--- src/rtl/fpc_pkg.sv ---
`default_nettype none

package fpc_pkg;

    // Pixel store geometry
    localparam int PIXELS   = 1024;
    localparam int STORE_AW = (PIXELS > 1) ? $clog2(PIXELS) : 1;

    // Fixed field widths
    localparam int WORD_W  = 32;
    localparam int INDEX_W = 10;
    localparam int PACK_W  = 16;
    localparam int CFG_W   = 5;
    localparam int REGIDX_W = 3;

    // Register indexes on the configuration port
    typedef enum logic [REGIDX_W-1:0] {
        REG_UPPER_FIRST_BIT = 3'd0,
        REG_UPPER_WIDTH     = 3'd1,
        REG_LOWER_FIRST_BIT = 3'd2,
        REG_LOWER_WIDTH     = 3'd3,
        REG_UPPER_COMBINE   = 3'd4,
        REG_LOWER_COMBINE   = 3'd5,
        REG_PAIR_FRAMES     = 3'd6
    } reg_index_t;

    // Combine codes; the unused code behaves as keep newest
    localparam logic [1:0] COMB_KEEP = 2'd0;
    localparam logic [1:0] COMB_SUM  = 2'd1;
    localparam logic [1:0] COMB_MEAN = 2'd2;

    typedef struct packed {
        logic [4:0] upper_first_bit;
        logic [4:0] upper_width;
        logic [4:0] lower_first_bit;
        logic [4:0] lower_width;
        logic [1:0] upper_combine;
        logic [1:0] lower_combine;
        logic       pair_frames;
    } cfg_t;

    // Fields pulled out of one word, plus the masks that place them
    typedef struct packed {
        logic [PACK_W-1:0] upper;
        logic [PACK_W-1:0] lower;
        logic [PACK_W-1:0] upper_mask;
        logic [PACK_W-1:0] lower_mask;
    } fields_t;

endpackage

`default_nettype wire

--- src/rtl/fpc_field_extract.sv ---
`default_nettype none

module fpc_field_extract
    import fpc_pkg::*;
(
    input  wire logic [WORD_W-1:0] word,
    input  wire cfg_t              cfg,
    output fields_t                fields
);

    logic [4:0]        upper_w;
    logic [4:0]        lower_w;
    logic [WORD_W-1:0] upper_fmask;
    logic [WORD_W-1:0] lower_fmask;
    logic [WORD_W-1:0] upper_placed;
    logic [WORD_W-1:0] upper_mask_placed;
    logic [WORD_W-1:0] lower_raw;

    // Saturate widths at sixteen
    assign upper_w = (cfg.upper_width > 5'd16) ? 5'd16 : cfg.upper_width;
    assign lower_w = (cfg.lower_width > 5'd16) ? 5'd16 : cfg.lower_width;

    assign upper_fmask = (WORD_W'(1) << upper_w) - WORD_W'(1);
    assign lower_fmask = (WORD_W'(1) << lower_w) - WORD_W'(1);

    // Upper field always sits right above the lower field's width
    assign upper_placed      = ((word >> cfg.upper_first_bit) & upper_fmask) << lower_w;
    assign upper_mask_placed = upper_fmask << lower_w;
    assign lower_raw         = (word >> cfg.lower_first_bit) & lower_fmask;

    assign fields.upper      = upper_placed[PACK_W-1:0];
    assign fields.lower      = lower_raw[PACK_W-1:0];
    assign fields.upper_mask = upper_mask_placed[PACK_W-1:0];
    assign fields.lower_mask = lower_fmask[PACK_W-1:0];

endmodule

`default_nettype wire

--- config.mk ---
export PLATFORM = sky130hd
export DESIGN_NAME = fpc_field_extract
export DESIGN_NICKNAME = d
export VERILOG_FILES = /design/src/rtl/fpc_pkg.sv /design/src/rtl/fpc_field_extract.sv
export SDC_FILE = /design/constraint.sdc
export NUM_CORES = 1
export LEC_CHECK = 0
export ABC_AREA = 1
export BUFFER_PORTS_ARGS = -buffer_cell sky130_fd_sc_hd__buf_2
export CAP_MARGIN = 20
export CORE_ASPECT_RATIO = 1.4
export CORE_MARGIN = 1
export CORE_UTILIZATION = 55
export DETAILED_ROUTE_END_ITERATION = 6
export PLACE_DENSITY = 0.87
export SLEW_MARGIN = 20
export SYNTH_ARGS = -nofsm -noshare
export SYNTH_HDL_FRONTEND = slang
export SYNTH_SLANG_ARGS = --single-unit
--- constraint.sdc ---
create_clock -name vclk -period 3.17
set_clock_uncertainty 0.2 [all_clocks]
set_input_delay 0.1585 -clock vclk [all_inputs]
set_output_delay 0.1585 -clock vclk [all_outputs]
set_load 0.005 [all_outputs]
# Word level (Yosys, flattened, before mapping)
# Index checks and enable logic that the tools add are counted.
dict set report totals {
  mem_bits_ro 0
  in_bits 57
  elab_cells 14
  register_bits 0
  n_memories 0
  latch_bits 0
  mem_bits_rw 0
  out_inout_bits 64
}
dict set report classes {
  magnitude_cmp 2
  n_bitwise 2
  n_shift 6
  n_eq_ne 0
  reduce_logical 0
  div_mod_pow 0
  muxes 2
  n_mul 0
  n_addsub 2
}
# operator n
set ops {}
lappend ops {{$shl 32x5->16} 2}
lappend ops {{$and 32x32->32} 1}
lappend ops {{$shl 1x5->32 const A} 1}
lappend ops {{$shr 32x5->16} 1}
lappend ops {{$shr 32x5->32} 1}
lappend ops {{$sub 32x2->32 const B} 1}
lappend ops {{$and 16x16->16} 1}
lappend ops {{$shl 1x5->16 const A} 1}
lappend ops {{$sub 16x2->16 const B} 1}
lappend ops {{$gt 5x5->1 const B} 2}
lappend ops {{$mux 5} 2}

# Logic depth before layout (Yosys ltp)
dict set report depth {
  depth_word 6
  ltp_mapped 20
  mapped_depth_nobuf 19
}

# Least setup slack after synthesis
# OpenSTA, ideal clock, no wires.
dict set report synth_path {
  kind {input-to-output}
  from {in cfg[8] in the netlist's numbering}
  to {out fields[46] in the netlist's numbering}
  path_slack_ns 0.695
  path_stages 18
  t_required_ns 2.812
  n_path_buf 2
  t_arrival_ns 2.116
  path_cell_list {buf_2 nor2_1 nand2_1 nand2_1 nand2_2 buf_2 nand2_1 nor2_1 inv_1 ha_1 inv_1 a31oi_1 o21ai_1 nor3_2 nand4_1 xnor2_1 inv_1 nor2_1}
}
# element line
set synth_lines {}
lappend synth_lines {{from (decl)} fpc_field_extract.sv:7} ;# input wire cfg_t cfg,
lappend synth_lines {{to (decl)} fpc_field_extract.sv:8} ;# output fields_t fields

==> run_results.csv <==
group,metric,value,unit
power,vdd.ir_drop.worst,0.1132,mV
timing,timing_max_transition_violations_final,0,
cts,post-cts-setup-buffer-count,0,
global_routing,grt_max_degree,33,
worst_setup_path,timing.critical_path.mode_cell,"sky130_fd_sc_hd__nand2_1",
place,portBuffers,116,
final_layout,insertedDiodeCount,0,
route,wl,19000,um
logic_synthesis,synth_fp_nets,1147,
logic_synthesis,seq_area_frac_synth,0,
timing,finalSetupTns,0,ps
power,power.density,183.4,nW/um^2
final_layout,regArea,0,um^2
floorplanning,ioPinCount,121,
floorplanning,coreArea,8658,um^2
timing,setup_viol_count_final,0,
logic_synthesis,synth_cell_type_count,43,
timing,grt_setup_unrepaired,"false",
place,post-place-cells,1261,
worst_setup_path,endpoint_kind,"primary output",
timing,timing.final.crit_period,2693,ps
logic_synthesis,cells_after_synth,1088,
route,route.detailed.wl_per_inst,15.06,um
global_routing,grt_pass1_vias,6688,
logic_synthesis,netlist_area_before_placement,4979,um^2
worst_setup_path,crit_chain,"buf_2, nor2_1, nand2_1, nand2_1, nand2_2, nand2_1, nor2_1, inv_1, ha_1, inv_1, a31oi_1, o21ai_1, nor3_2, nand3_1, xor2_1, a31oi_1, buf_2",
worst_setup_path,slowest_stage_cell_cp,"sky130_fd_sc_hd__ha_1",
run_status,outcome,"finished, violations left",
logic_synthesis,synth.most_common_cell,"sky130_fd_sc_hd__nand2_1",
cts,cts_hold_buf,0,
logic_synthesis,yosys.area.top_type_share,0.2835,
worst_setup_path,start_kind,"primary input",
worst_setup_path,crit_path_max_incr_delay,190,ps
logic_synthesis,synth_warnings,0,
route,antenna_violating_nets_post_route,0,
floorplanning,die-height,114.6,um
global_routing,globalRouteTotalUtil,0.4250,
logic_synthesis,synthesis.area_per_instance,4.576,um^2
timing,worst_pin_slew,784.4,ps
power,static-leakage-power,3.055,nW
final_layout,numSequentialCells,0,
cts,cts-resized-gates,0,
global_routing,grt_pass1_wl,31590,um
floorplanning,floorplan.die.width,82.41,um
final_layout,n_clock_buffer,0,
timing,final.period_utilization,0.8494,
timing,slew_margin_rel,0.4765,
logic_synthesis,yosys.area.top_type,"sky130_fd_sc_hd__nand2_1",
place,post_dp_hpwl,14650,um
worst_setup_path,cp_data_required_time,2810,ps
final_layout,fill_cells,941,
hold_path,min-delay-path-class,"in2out",
worst_setup_path,arrival,2330,ps
power,power.total,1.016,mW
logic_synthesis,synth.top_cells.by_area,"sky130_fd_sc_hd__nand2_1 (28%), sky130_fd_sc_hd__nand3_1 (25%), sky130_fd_sc_hd__o21ai_0 (8.7%), sky130_fd_sc_hd__nor2_1 (6.3%), sky130_fd_sc_hd__inv_1 (5.7%)",
worst_setup_path,critical_path_class,"in2out",
logic_synthesis,yosys-top-cells-count,"sky130_fd_sc_hd__nand2_1 (376), sky130_fd_sc_hd__nand3_1 (248), sky130_fd_sc_hd__o21ai_0 (87)",
route,vias_after_detailed_routing,7786,
final_layout,multi_input_comb_area,4335,um^2
route,drt_first_pass_iters,7,
timing,maxClockFrequency,0.3714,GHz
final_layout,final_cells,1261,
final_layout,area_delta_synth_final,11.31,%
floorplanning,floorplan.rows,40,
timing,timing.final.hold_violations,0,
timing,timing.hold.ws,431.8,ps
global_routing,antenna_found_initial,0,
worst_setup_path,critical_path.max_fanout,10,
final_layout,finish.net_count,1217,
route,detail_routed_via_count_per_cell,6.174,
job,drv_cap,0,
floorplanning,initial_core_util,0.5750,
global_routing,grt.overflow.total,0,
route,drc_viols,1,
route,initialDrtViolationCount,920,
run_status,violations,"design-rule violations",
final_layout,drive_above_1_share,0.1445,
place,finalWeightedCongestion,0.9834,
floorplanning,floorplan.die_area,9442,um^2
==> cell type report <==
type               count  area share
inverters             89     0.06074
multi-input cells    930      0.7823
well taps            105     0.02371
repair buffers       137      0.1332
==> metal layers <==
metal	GRT usage	up-vias	wire length (um)
met1	0.4829	3418	6989
met4	0.2807	0	1274
met5	0.03529	-	0
met2	0.6601	492	8980
li1	-	3766	-
met3	0.1394	110	1751
==> placed cells by master, fill, tap and decap left out, drive strengths merged, types with 3 or more instances in the layout <==
cell      n
nand4    17
inv      87
nor2     91
o22ai     7
xnor2     3
nor3      8
nand2   379
nand3b    6
o21a      3
xor2      3
mux2i    10
a21oi    14
or2       5
buf     137
a31oi     3
a211oi    3
nand3   249
o211ai    8
o21ai   107
==> logic make-up (layout without fill, tap and decap cells) <==
| family | after synthesis | in the layout | share of synthesized area |
|---|---|---|---|
| AOI/OAI and AO/OA | 152 | 152 | 0.1686 |
| xor gates and xnor gates | 6 | 6 | 0.01056 |
| adders and majority gates | 2 | 2 | 0.005026 |
| buffers and inverters | 158 | 226 | 0.1292 |
| muxes | 10 | 10 | 0.02011 |
| and+or+nand+nor | 760 | 760 | 0.6665 |
==> report_power, final <==
group | total, mW | internal, mW | switching [mW]
Combinational | 1.02 | 0.342 | 0.674
Sequential | 0 | 0 | 0
Clock | 0 | 0 | 0
Total | 1.02 | 0.342 | 0.674
==> worst max-delay path: cells and delay by family <==
| family | cells | cell delay, ps |
|---|---|---|
| XOR/XNOR | 1 | 180 |
| AO/OA/AOI/OAI | 3 | 520 |
| buffers and inverters | 4 | 460 |
| adder cells (fa/ha/maj) | 1 | 190 |
| AND/OR/NAND/NOR | 8 | 810 |
==> stage by stage <==
step                      utilization  instance area (um^2)  worst slack (ps)
final                          0.6400                  5542             477.4
after global routing           0.6400                  5542             2.024
after detailed placement       0.6400                  5542             530.5
after CTS                      0.6400                  5542             536.3
after floorplan                     -                  4979             695.0
after global placement         0.6400                  5542             562.8
==> final timing paths <==
| path | depth (start not counted) | endpoint | slack (ps) | start |
|---|---|---|---|---|
| worst max-delay path | 17 | fields[42] | 480 | cfg[8] |
| worst min-delay path | 2 | fields[15] | 430 | cfg[9] |
(Power assumes the default switching activity.)
